**config.mk**
```make
export PLATFORM = sky130hd
export DESIGN_NAME = dead_reckoning_integrator
export DESIGN_NICKNAME = d
export VERILOG_FILES = /design/src/design/dri_pkg.sv /design/src/design/dri_mul.sv /design/src/design/dri_core.sv /design/src/design/dead_reckoning_integrator.sv
export VERILOG_INCLUDE_DIRS = /design/src /design/src/design
export SDC_FILE = /design/constraint.sdc
export NUM_CORES = 2
export LEC_CHECK = 0
export BUFFER_PORTS_ARGS = -buffer_cell sky130_fd_sc_hd__buf_2
export CAP_MARGIN = 20
export CELL_PAD_IN_SITES_DETAIL_PLACEMENT = 2
export CELL_PAD_IN_SITES_GLOBAL_PLACEMENT = 2
export CORE_MARGIN = 8
export CORE_UTILIZATION = 43
export DETAILED_ROUTE_END_ITERATION = 12
export PLACE_DENSITY = 0.91
export SETUP_SLACK_MARGIN = 0.3
export SKIP_LAST_GASP = 1
export SYNTH_ARGS = -nofsm -noshare
export SYNTH_HDL_FRONTEND = slang
export SYNTH_SLANG_ARGS = --single-unit
export TNS_END_PERCENT = 5
```
**constraint.sdc**
```tcl
create_clock -name clk_i -period 14.3 [get_ports clk_i]
set_input_delay 0.715 -clock clk_i [delete_from_list [all_inputs] [get_ports clk_i]]
set_output_delay 0.715 -clock clk_i [all_outputs]
set_load 0.005 [all_outputs]
```
**src/design/dead_reckoning_integrator_defines.svh**
```systemverilog
// assertion macros shared by the dead reckoning integrator rtl
`ifndef DEAD_RECKONING_INTEGRATOR_DEFINES_SVH
`define DEAD_RECKONING_INTEGRATOR_DEFINES_SVH

`ifndef SYNTHESIS
// concurrent check on an explicit clock and active-low reset
`define DRI_ASSERT(lbl, clk, rst_n, prop, msg) \
  lbl: assert property (@(posedge clk) disable iff (!rst_n) (prop)) else $error(msg);
// same check on the block clock and reset
`define DRI_ASSERT_CLK(lbl, prop, msg) \
  `DRI_ASSERT(lbl, clk_i, rst_ni, prop, msg)
`else
`define DRI_ASSERT(lbl, clk, rst_n, prop, msg)
`define DRI_ASSERT_CLK(lbl, prop, msg)
`endif

`endif

```
**src/design/dri_pkg.sv**
```systemverilog
// shared types and constants of the dead reckoning integrator
package dri_pkg;

  // axes that are integrated, and axes carried on the result
  localparam int unsigned AXES         = 3;
  localparam int unsigned NUM_AXES_OUT = 3;
  localparam int unsigned AXIS_W       = $clog2(NUM_AXES_OUT);

  localparam int unsigned DT_W    = 16;
  localparam int unsigned ACCEL_W = 24;
  localparam int unsigned VEL_W   = 48;
  localparam int unsigned POS_W   = 64;
  localparam int unsigned AD_W    = ACCEL_W + DT_W;
  localparam int unsigned TIME_W  = 32;

  // operation codes
  localparam logic [1:0] OP_SAMPLE = 2'd0;
  localparam logic [1:0] OP_FIX    = 2'd1;
  localparam logic [1:0] OP_RESET  = 2'd2;

  // configuration register index and reset value
  localparam logic       REG_MAX_STEP    = 1'b0;
  localparam logic [15:0] MAX_STEP_RESET = 16'd500;

  typedef struct packed {
    logic [1:0]                opcode;
    logic [TIME_W-1:0]         time_ms;
    logic signed [ACCEL_W-1:0] accel_x;
    logic signed [ACCEL_W-1:0] accel_y;
    logic signed [ACCEL_W-1:0] accel_z;
    logic signed [POS_W-1:0]   fix_x;
    logic signed [POS_W-1:0]   fix_y;
    logic signed [POS_W-1:0]   fix_z;
  } in_t;

  typedef struct packed {
    logic signed [POS_W-1:0] pos_x;
    logic signed [POS_W-1:0] pos_y;
    logic signed [POS_W-1:0] pos_z;
    logic signed [VEL_W-1:0] vel_x;
    logic signed [VEL_W-1:0] vel_y;
    logic signed [VEL_W-1:0] vel_z;
    logic                    integrated;
  } out_t;

endpackage

```
**src/design/dri_mul.sv**
```systemverilog
// shared registered multiplier: signed 48 bit times unsigned 16 bit
module dri_mul
  import dri_pkg::*;
(
  input  logic                    clk_i,
  input  logic signed [VEL_W-1:0] a_i,
  input  logic [DT_W-1:0]         b_i,
  output logic signed [POS_W-1:0] prod_o
);

  logic signed [VEL_W+DT_W:0] full;
  logic signed [POS_W-1:0]    prod_q;

  // product of a signed and an unsigned operand, fits in 64 bits
  assign full = a_i * $signed({1'b0, b_i});

  always_ff @(posedge clk_i) begin
    prod_q <= full[POS_W-1:0];
  end

  assign prod_o = prod_q;

endmodule

```
**src/design/dri_core.sv**
```systemverilog
// sequencer and estimate state of the dead reckoning integrator
`include "dead_reckoning_integrator_defines.svh"

module dri_core
  import dri_pkg::*;
(
  input  logic             clk_i,
  input  logic             rst_ni,
  input  logic [DT_W-1:0]  max_step_i,
  input  logic             in_valid_i,
  output logic             in_ready_o,
  input  in_t              in_i,
  output logic             res_valid_o,
  input  logic             res_ready_i,
  output out_t             res_o
);

  localparam logic [2:0] S_IDLE    = 3'd0;
  localparam logic [2:0] S_MUL_AD  = 3'd1;
  localparam logic [2:0] S_MUL_ADT = 3'd2;
  localparam logic [2:0] S_MUL_VD  = 3'd3;
  localparam logic [2:0] S_ACC     = 3'd4;
  localparam logic [2:0] S_DONE    = 3'd5;

  localparam logic [AXIS_W-1:0] LAST_AXIS = AXIS_W'(AXES - 1);

  logic [2:0]                state_q, state_d;
  logic [AXIS_W-1:0]         axis_q;
  logic [DT_W-1:0]           dt_q;
  logic signed [ACCEL_W-1:0] accel_q [NUM_AXES_OUT];
  logic signed [AD_W-1:0]    ad_q;
  logic signed [POS_W-1:0]   half_q;
  logic                      integ_q;
  logic                      started_q;
  logic [TIME_W-1:0]         last_time_q;
  logic signed [POS_W-1:0]   pos_q [NUM_AXES_OUT];
  logic signed [VEL_W-1:0]   vel_q [NUM_AXES_OUT];

  logic                      accept;
  logic [TIME_W-1:0]         dt_full;
  logic                      step_ok;
  logic signed [VEL_W-1:0]   mul_a;
  logic signed [POS_W-1:0]   prod;
  logic signed [POS_W+1:0]   pos_sum;
  logic signed [VEL_W:0]     vel_sum;
  logic signed [POS_W-1:0]   pos_new;
  logic signed [VEL_W-1:0]   vel_new;

  assign accept     = in_valid_i && in_ready_o;
  assign in_ready_o = (state_q == S_IDLE);

  // step since the last sample, wrapping
  assign dt_full = in_i.time_ms - last_time_q;
  assign step_ok = (dt_full != '0) && (dt_full <= {{(TIME_W-DT_W){1'b0}}, max_step_i});

  // operand select for the shared multiplier
  always_comb begin
    mul_a = '0;
    unique case (state_q)
      S_MUL_AD:  mul_a = {{(VEL_W-ACCEL_W){accel_q[axis_q][ACCEL_W-1]}}, accel_q[axis_q]};
      S_MUL_ADT: mul_a = prod[VEL_W-1:0];
      S_MUL_VD:  mul_a = vel_q[axis_q];
      default:   mul_a = '0;
    endcase
  end

  dri_mul u_mul (
    .clk_i  (clk_i),
    .a_i    (mul_a),
    .b_i    (dt_q),
    .prod_o (prod)
  );

  // exact sums with saturation; prod holds vel*dt during accumulate
  assign pos_sum = {{2{pos_q[axis_q][POS_W-1]}}, pos_q[axis_q]}
                 + {{2{prod[POS_W-1]}}, prod}
                 + {{2{half_q[POS_W-1]}}, half_q};
  assign vel_sum = {vel_q[axis_q][VEL_W-1], vel_q[axis_q]}
                 + {{(VEL_W+1-AD_W){ad_q[AD_W-1]}}, ad_q};

  always_comb begin
    if (pos_sum[POS_W+1:POS_W-1] == 3'b000 || pos_sum[POS_W+1:POS_W-1] == 3'b111) begin
      pos_new = pos_sum[POS_W-1:0];
    end else if (pos_sum[POS_W+1]) begin
      pos_new = {1'b1, {(POS_W-1){1'b0}}};
    end else begin
      pos_new = {1'b0, {(POS_W-1){1'b1}}};
    end
  end

  always_comb begin
    if (vel_sum[VEL_W] == vel_sum[VEL_W-1]) begin
      vel_new = vel_sum[VEL_W-1:0];
    end else if (vel_sum[VEL_W]) begin
      vel_new = {1'b1, {(VEL_W-1){1'b0}}};
    end else begin
      vel_new = {1'b0, {(VEL_W-1){1'b1}}};
    end
  end

  // next state
  always_comb begin
    state_d = state_q;
    unique case (state_q)
      S_IDLE: begin
        if (accept) begin
          if (in_i.opcode == OP_SAMPLE && started_q && step_ok) begin
            state_d = S_MUL_AD;
          end else begin
            state_d = S_DONE;
          end
        end
      end
      S_MUL_AD:  state_d = S_MUL_ADT;
      S_MUL_ADT: state_d = S_MUL_VD;
      S_MUL_VD:  state_d = S_ACC;
      S_ACC:     state_d = (axis_q == LAST_AXIS) ? S_DONE : S_MUL_AD;
      S_DONE: begin
        if (res_ready_i) begin
          state_d = S_IDLE;
        end
      end
      default:   state_d = S_IDLE;
    endcase
  end

  // control and estimate state
  always_ff @(posedge clk_i or negedge rst_ni) begin
    if (!rst_ni) begin
      state_q     <= S_IDLE;
      axis_q      <= '0;
      integ_q     <= 1'b0;
      started_q   <= 1'b0;
      last_time_q <= '0;
      for (int i = 0; i < NUM_AXES_OUT; i++) begin
        pos_q[i] <= '0;
        vel_q[i] <= '0;
      end
    end else begin
      state_q <= state_d;
      if (accept) begin
        axis_q  <= '0;
        integ_q <= (in_i.opcode == OP_SAMPLE) && started_q && step_ok;
        unique case (in_i.opcode)
          OP_SAMPLE: begin
            last_time_q <= in_i.time_ms;
            started_q   <= 1'b1;
          end
          OP_FIX: begin
            for (int i = 0; i < AXES; i++) begin
              pos_q[i] <= (i == 0) ? in_i.fix_x : (i == 1) ? in_i.fix_y : in_i.fix_z;
            end
          end
          OP_RESET: begin
            last_time_q <= '0;
            started_q   <= 1'b0;
            for (int i = 0; i < NUM_AXES_OUT; i++) begin
              pos_q[i] <= '0;
              vel_q[i] <= '0;
            end
          end
          default: ;
        endcase
      end else if (state_q == S_ACC) begin
        pos_q[axis_q] <= pos_new;
        vel_q[axis_q] <= vel_new;
        if (axis_q != LAST_AXIS) begin
          axis_q <= axis_q + 1'b1;
        end
      end
    end
  end

  // operands and intermediate products
  always_ff @(posedge clk_i) begin
    if (accept) begin
      dt_q       <= dt_full[DT_W-1:0];
      accel_q[0] <= in_i.accel_x;
      accel_q[1] <= in_i.accel_y;
      accel_q[2] <= in_i.accel_z;
    end
    if (state_q == S_MUL_ADT) begin
      ad_q <= prod[AD_W-1:0];
    end
    if (state_q == S_MUL_VD) begin
      half_q <= prod >>> 1;
    end
  end

  // result of the finished transaction
  assign res_valid_o      = (state_q == S_DONE);
  assign res_o.pos_x      = pos_q[0];
  assign res_o.pos_y      = pos_q[1];
  assign res_o.pos_z      = pos_q[2];
  assign res_o.vel_x      = vel_q[0];
  assign res_o.vel_y      = vel_q[1];
  assign res_o.vel_z      = vel_q[2];
  assign res_o.integrated = integ_q;

  // checks
  `DRI_ASSERT_CLK(a_axis_range, axis_q <= LAST_AXIS, "axis counter out of range")
  `DRI_ASSERT_CLK(a_last_axis_done, (state_q == S_ACC && axis_q == LAST_AXIS) |=> state_q == S_DONE,
                  "last axis did not finish the transaction")
  `DRI_ASSERT_CLK(a_accept_leaves_idle, accept |=> state_q != S_IDLE,
                  "accepted transaction left the sequencer idle")
  `DRI_ASSERT(a_started_by_sample, clk_i, rst_ni,
              $rose(started_q) |-> $past(accept && in_i.opcode == OP_SAMPLE),
              "started set without a sample")

endmodule

```
**src/design/dead_reckoning_integrator.sv**
```systemverilog
// Three-axis dead reckoning integrator, top level.
// Input channel (in_valid_i/in_ready_o, payload in_i) takes one transaction per item:
// an acceleration sample, an absolute position fix or an estimate reset. Output channel
// (out_valid_o/out_ready_i, payload out_o) returns one estimate per transaction.
// An integrating sample runs four steps per axis on one shared 48x16 multiplier
// (a*dt, a*dt*dt, v*dt, then add and saturate). Fixes, resets, unused opcodes,
// skipped and first samples skip these steps and go straight to the result, so no
// new transaction is taken until the sequencer has finished the current one.
// in_ready_o is high only while the sequencer is idle.
// The result sits in an output register, so the next transaction is accepted while
// it waits; if the receiver stalls and a second result is ready, the sequencer holds
// it and in_ready_o stays low until the output register frees up.
// max_step_ms is written over the APB port at address 0 (reset value 500); the user
// must write it only while the block is idle, which the block itself does not enforce.
// Reset clears position, velocity, last time and the started flag at once.
module dead_reckoning_integrator
  import dri_pkg::*;
(
  input  logic        clk_i,
  input  logic        rst_ni,
  input  logic        psel,
  input  logic        penable,
  input  logic        pwrite,
  input  logic [2:0]  paddr,
  input  logic [31:0] pwdata,
  output logic [31:0] prdata,
  output logic        pready,
  input  logic        in_valid_i,
  output logic        in_ready_o,
  input  in_t         in_i,
  output logic        out_valid_o,
  input  logic        out_ready_i,
  output out_t        out_o
);

  logic [DT_W-1:0] max_step_q;
  logic            res_valid;
  logic            res_ready;
  out_t            res;
  logic            out_valid_q;
  out_t            out_q;

  // configuration register
  assign pready = 1'b1;

  always_ff @(posedge clk_i or negedge rst_ni) begin
    if (!rst_ni) begin
      max_step_q <= MAX_STEP_RESET;
    end else if (psel && penable && pwrite && pready && paddr[2] == REG_MAX_STEP) begin
      max_step_q <= pwdata[DT_W-1:0];
    end
  end

  assign prdata = (paddr[2] == REG_MAX_STEP) ? {{(32-DT_W){1'b0}}, max_step_q} : '0;

  dri_core u_core (
    .clk_i       (clk_i),
    .rst_ni      (rst_ni),
    .max_step_i  (max_step_q),
    .in_valid_i  (in_valid_i),
    .in_ready_o  (in_ready_o),
    .in_i        (in_i),
    .res_valid_o (res_valid),
    .res_ready_i (res_ready),
    .res_o       (res)
  );

  // output register
  assign res_ready = !out_valid_q || out_ready_i;

  always_ff @(posedge clk_i or negedge rst_ni) begin
    if (!rst_ni) begin
      out_valid_q <= 1'b0;
    end else if (res_valid && res_ready) begin
      out_valid_q <= 1'b1;
    end else if (out_ready_i) begin
      out_valid_q <= 1'b0;
    end
  end

  always_ff @(posedge clk_i) begin
    if (res_valid && res_ready) begin
      out_q <= res;
    end
  end

  assign out_valid_o = out_valid_q;
  assign out_o       = out_q;

endmodule

```
# Word-level counts from Yosys, hierarchy flattened
# Memories as Yosys holds them, arrays and structs flattened.
# Cells that the tools add are included.
totals:
  reg_bits: 912
  output_inout_bits: 372
  input_bits: 340
  latchBits: 0
  mem_bits_ro: 0
  mem_bits_rw: 72
  n_memories: 1
mem_list:
  columns: ["memory", "depth", "width", "rd", "rd_clocked_by_memory_dff", "write_ports", "line", "source"]
  rows:
  - ["u_core.accel_q", 3, 24, 1, 0, 3, "dri_core.sv:30", "logic signed [ACCEL_W-1:0] accel_q [NUM_AXES_OUT];"]
op_classes:
  n_eq_ne: 15
  mul: 1
  mux: 38
  n_reduce_logical: 25
  div: 0
  n_shift: 0
  n_addsub: 5
  magnitude_cmp: 3
  bitwise: 2
op_table:
  columns: ["cell", "count"]
  rows:
  - ["144-bit two-way mux", 3]
  - ["192-bit two-way mux", 2]
  - ["192-bit case mux with 2 select lines", 1]
  - ["64-bit two-way mux", 5]
  - ["48-bit two-way mux", 5]
  - ["192-bit bitwise mux", 1]
  - ["144-bit bitwise mux", 1]
  - ["48-bit case mux with 3 select lines", 1]
  - ["64-bit binary-select mux with 2-bit select", 1]
  - ["64-bit demux with 2-bit select", 1]
  - ["48-bit binary-select mux with 2-bit select", 1]
  - ["48-bit demux with 2-bit select", 1]
  - ["65-bit by 63-bit adder with 66-bit output", 1]
  - ["64-bit by 64-bit adder with 65-bit output", 1]
  - ["48-bit by 17-bit multiplier with 64-bit output", 1]
  - ["32-bit case mux with 2 select lines", 1]
  - ["48-bit by 40-bit adder with 49-bit output", 1]
  - ["32-bit by 16-bit <= comparator with 1-bit output", 1]
  - ["32-bit nonzero test", 1]
  - ["32-bit subtractor", 1]
  - ["3-bit case mux with 6 select lines", 1]
  - ["16-bit two-way mux", 1]
  - ["3-bit two-way mux", 4]
  - ["2-bit AND reduction", 5]
  - ["23 further kinds", 47]

# Longest topological paths before layout
depth:
  ltp_word: 12
  mapped_depth: 34
  depth_no_buf: 31

# Cells and area by module
# A second synthesis with hierarchy kept.
unflattened:
  hier_cells: 7166
  area_unflattened_um2: 73452.9
modules_own_cells:
  columns: ["mod", "area_per_inst_um2", "cells_each", "instances"]
  rows:
  - ["dri_core", 35317.6, 3745, 1]
  - ["dri_mul", 27064.7, 3010, 1]
  - ["dead_reckoning_integrator", 11070.6, 411, 1]

# Least setup slack after synthesis
# Ideal clock, no wire load.
synth_path:
  kind: "flip-flop to flip-flop"
  start: "reg u_core.state_q[0]"
  end: "reg out_q, in the netlist out_o[0] (enable)"
  setup_time_ps: 745
  arrival_ps: 9017
  setup_slack_ps: 4539
  required_ps: 13555
  synth_period_minus_slack_ps: 9761
  path_stages_with_launch: 6
  path_cell_list: "dfrtp_1 > clkbuf_1 > nor2b_1 > clkbuf_1 > clkbuf_1 > and3_1"
synth_via:
  elab_chain_cells: 2
synth_rtl:
  columns: ["element", "line", "source"]
  rows:
  - ["start, declared", "dri_core.sv:27", "logic [2:0] state_q, state_d;"]
  - ["start signal, assigned", "dri_core.sv:140", "state_q <= state_d;"]
  - ["3-bit equality test", "dri_core.sv:191", "assign res_valid_o = (state_q == S_DONE);"]
  - ["1-bit logical AND", "dead_reckoning_integrator.sv:82", "if (res_valid && res_ready) begin"]
  - ["end signal, assigned", "dead_reckoning_integrator.sv:83", "out_q <= res;"]
  - ["end, declared", "dead_reckoning_integrator.sv:41", "out_t out_q;"]
# Every way passes these cells.
# A chain may end at the register's enable or synchronous reset.

# Worst setup path after layout
layout_path:
  start: "reg u_core.axis_q[0]"
  end: "reg u_core.u_mul.prod_q[63], in the netlist u_core.u_mul.prod_o[63]"
layout_via:
  elab_chain_cells: 6
  elab_cells_between_ends: 7
layout_rtl:
  columns: ["element", "line", "source"]
  rows:
  - ["start, declared", "dri_core.sv:28", "logic [AXIS_W-1:0] axis_q;"]
  - ["start signal, assigned", "dri_core.sv:168", "axis_q <= axis_q + 1'b1;"]
  - ["2-bit inverter with 3-bit output (not written as such)", "dri_core.sv:62", "S_MUL_VD: mul_a = vel_q[axis_q];"]
  - ["48-bit binary-select mux with 2-bit select", "dri_core.sv:62", null]
  - ["48-bit two-way mux (not written as such) (2 in a row)", "dri_core.sv:62", null]
  - ["48-bit case mux with 3 select lines (*)", "dri_core.sv:59", "unique case (state_q)"]
  - ["48-bit by 17-bit multiplier with 64-bit output (*)", "dri_mul.sv:15", "assign full = a_i * $signed({1'b0, b_i});"]
  - ["net u_core.u_mul.full[63]", "dri_mul.sv:11", "logic signed [VEL_W+DT_W:0] full;"]
  - ["end signal, assigned", "dri_mul.sv:18", "prod_q <= full[POS_W-1:0];"]
  - ["end, declared", "dri_mul.sv:12", "logic signed [POS_W-1:0] prod_q;"]
# The timed path passes the listed nets; every way through them passes the cells marked *. The select of a mux whose other input is x is not followed.

==> results.py <==
metrics = {
    "run_status": {
        "status": "complete, but fails checks",
        "violations": "max-capacitance violations, max-slew violations",
    },
    "logic_synthesis": {
        "synth_area_per_cell_um2": 10.2,
        "yosysTopAreaCell": "edfxtp_1",
        "async_reset_ff_frac": 0.398,
        "yosys_warnings": 0,
        "synth-main-ff-cell": "edfxtp_1",
        "synthMuxAreaShare": 0.0232,
        "synthXorXnorAreaFrac": 0.0210,
        "synth_top_family_by_area": "adder cells",
        "synth-simple-area-share": 0.120,
        "synth-edff-count": 528,
        "synth-seq-cells": 984,
        "synth_top_cell_area_share": 0.216,
        "synth_compound_area_frac": 0.134,
        "synth_cell_types": 94,
        "netlist_instances": 7162,
        "synth-adder-area-share": 0.264,
        "synth-seq-area-share": 0.367,
        "synth_top_cells_by_area": "edfxtp_1 (22%), fa_1 (21%), dfrtp_1 (13%)",
        "syn_area_mm2": 0.0734,
    },
    "floorplanning": {
        "die_w_um": 429,
        "core_area_mm2": 0.169,
        "rows": 151,
        "start_util": 0.433,
        "die_h_um": 429,
        "num_io_pins": 712,
        "dieArea_mm2": 0.184,
    },
    "timing": {
        "relSlewSlack": -0.375,
        "fin_hold_ws_ns": 0.0311,
        "worstMarginPinSlew_ns": 2.01,
        "rsz0062_at_grt": "no",
        "slew_viol_final": 4,
        "setup_viol": 0,
        "setup-tns-final_ns": 0,
        "skew_ns": 0.0639,
        "min_period_ns": 12.18,
        "max_freq_mhz": 82.1,
        "period_share": 0.852,
        "setup_ws_ns": 2.12,
        "hold_viol": 0,
    },
    "worst_setup_path": {
        "cp-end-kind": "flop",
        "path_max_fanout": 36,
        "slowest_stage": "dfrtp_4",
        "startpoint": "u_core.axis_q[0]$_DFFE_PN0P_",
        "r2r-start": "u_core.axis_q[0]$_DFFE_PN0P_",
        "required_ns": 15.00,
        "crit_end": "u_core.u_mul.prod_o[63]$_DFF_P_",
        "cp_common_cell": "fa_1",
        "crit_type": "reg2reg",
        "crit_arrival_ns": 12.88,
        "r2r_slack_ns": 2.12,
        "critPathLaunchType": "flop",
        "reg2reg_depth": 30,
        "cpPeakStageDelay_ns": 0.84,
        "rr_endpoint": "u_core.u_mul.prod_o[63]$_DFF_P_",
    },
    "detailed_routing": {
        "ant_nets": 0,
        "viasPerCell": 6.68,
        "dr.pass1.iters": 6,
        "drc": 0,
        "detail_route.wl_per_cell_um": 39.5,
        "vias": 66700,
        "finalWirelength_mm": 394,
        "drt_iter0_markers": 8257,
    },
    "job": {
        "maxCapViolations": 2,
    },
    "cts": {
        "cts-root-buf": "clkbuf_16",
        "clk_latency_ns": 0.82,
        "cts_buffer_depth": 3,
        "numCtsBuffers": 109,
        "post_cts_resize_count": 0,
        "clk_pin_slew_ns": 0.07,
        "tritoncts": "yes",
        "cts_hold_buf": 0,
        "htreeDepth": 3,
        "cts_sinks": 984,
        "cts_setup_buffers": 0,
    },
    "global_routing": {
        "antenna_found_initial": 32,
        "grt_max_degree": 92,
        "grtUsageTotal": 0.410,
        "grt_pass1_wl_mm": 559,
        "grt_pass1_vias": 74900,
        "grt_overflow": 0,
    },
    "hold_path": {
        "hp-class": "in2async",
    },
    "layout": {
        "fillers": 17100,
        "synthToLayoutAreaGrowth_pct": 12.9,
        "nets": 9084,
        "instances_no_fill": 9986,
        "drive_above_1_share": 0.138,
        "layout_commonest_cell": "inv_1",
        "layout_common_cells": "inv_1 (906), nand2_1 (804), fa_1 (775)",
    },
    "placed_design": {
        "placed_cells": 9749,
        "dp_slack_ns": 3.58,
        "dp.final_hpwl_mm": 251,
        "portBuffers": 676,
        "gp_congestion": 0.958,
    },
}
==> metal layers <==
layer / GRT usage / part of all wire
met2: 0.672 / 0.47
met5: 0 / 0.00042
met3: 0.107 / 0.095
met4: 0.329 / 0.10
met1: 0.450 / 0.33
==> worst max-delay path: cells and delay by family, from the launching register on <==
kind	cells	cell delay (ns)
adder cells (fa/ha/maj)	7	3.88
flip-flops	1	0.84
AND/OR/NAND/NOR	8	2.77
AO/OA/AOI/OAI	8	2.79
buffers and inverters	6	1.42
XOR/XNOR	1	0.30
==> worst min-delay path by stage <==
stage | from | cells past startpoint | to | slack, ns
6_report | rst_ni | 1 | u_core.res_o[93]$_DFFE_PN0P_ | 0.03
3_3_place_gp | u_core.res_o[265]$_DFFE_PN0P_ | 0 | out_o[265]$_DFFE_PP_ | 0.45
5_1_grt | rst_ni | 1 | u_core.res_o[93]$_DFFE_PN0P_ | 0.08
4_1_cts | rst_ni | 1 | u_core.res_o[93]$_DFFE_PN0P_ | 0.04
2_1_floorplan | rst_ni | 0 | max_step_q[0]$_DFFE_PN0P_ | 0.42
3_5_place_dp | u_core.res_o[253]$_DFFE_PN0P_ | 0 | out_o[253]$_DFFE_PP_ | 0.46
==> per-stage QoR <==
| stage | area, um^2 | utilization |
|---|---|---|
| final | 82800 | 0.489 |
| after global routing | 82800 | 0.489 |
| after CTS | 82500 | 0.487 |
| after detailed placement | 78800 | 0.465 |
| after global placement | 78800 | 0.465 |
| after floorplan | 73400 | - |
==> final cells by class <==
class,instances,area (um^2),area share
timing repair buffer,791,4390,0.0531
clock buffer,161,3200,0.0386
sequential,984,27000,0.326
multi-input combinational,4865,41500,0.501
inverter,908,3410,0.0412
antenna,12,30.0,0.000363
clock inverter,47,515,0.00623
tap,2218,2780,0.0335
==> registers in the layout, summed over array words and instances (netlist names) <==
| register | count |
|---|---|
| out_o | 337 |
| u_core.res_o | 336 |
| u_core.accel_q | 72 |
| u_core.u_mul.prod_o | 64 |
| u_core.half_q | 63 |
| u_core.ad_q | 40 |
| u_core.last_time_q | 32 |
| max_step_q | 16 |
| u_core.dt_q | 16 |
| u_core.state_q | 3 |
| u_core.axis_q | 2 |
| out_valid_o | 1 |
| u_core.integ_q | 1 |
| u_core.started_q | 1 |
==> cell usage after synthesis, types with 8 or more instances <==
master / n
a211oi_1: 22
a21boi_0: 10
a21o_1: 115
a21oi_1: 450
a221o_1: 35
a221oi_1: 10
a22o_1: 142
a31oi_1: 30
and2_1: 324
and3_1: 46
buf_1: 17
buf_2: 40
buf_4: 22
clkbuf_1: 336
dfrtp_1: 386
dfxtp_1: 64
edfxtp_1: 528
fa_1: 775
ha_1: 310
inv_1: 908
mux2_2: 18
mux2i_1: 147
nand2_1: 810
nand2_2: 10
nand2b_1: 50
nand3_1: 73
nand4_1: 60
nor2_1: 378
nor2b_1: 27
nor3_1: 36
nor4_1: 16
o2111ai_1: 12
o211ai_1: 68
o21a_1: 34
o21ai_0: 270
o21ai_1: 21
o21bai_1: 34
o221ai_1: 8
o22ai_1: 186
o31ai_1: 13
or3_1: 17
xnor2_1: 103
xor2_1: 73
==> logic make-up after synthesis <==
logic type      Yosys count
other cells               2
flops                   984
simple gates           1888
mux                     167
fa+ha+maj              1085
compound gates         1532
xor+xnor                176
buf+inv                1328
Power is not shown: default switching activity piles up to over one toggle a cycle in this logic, so the estimate is an artifact.
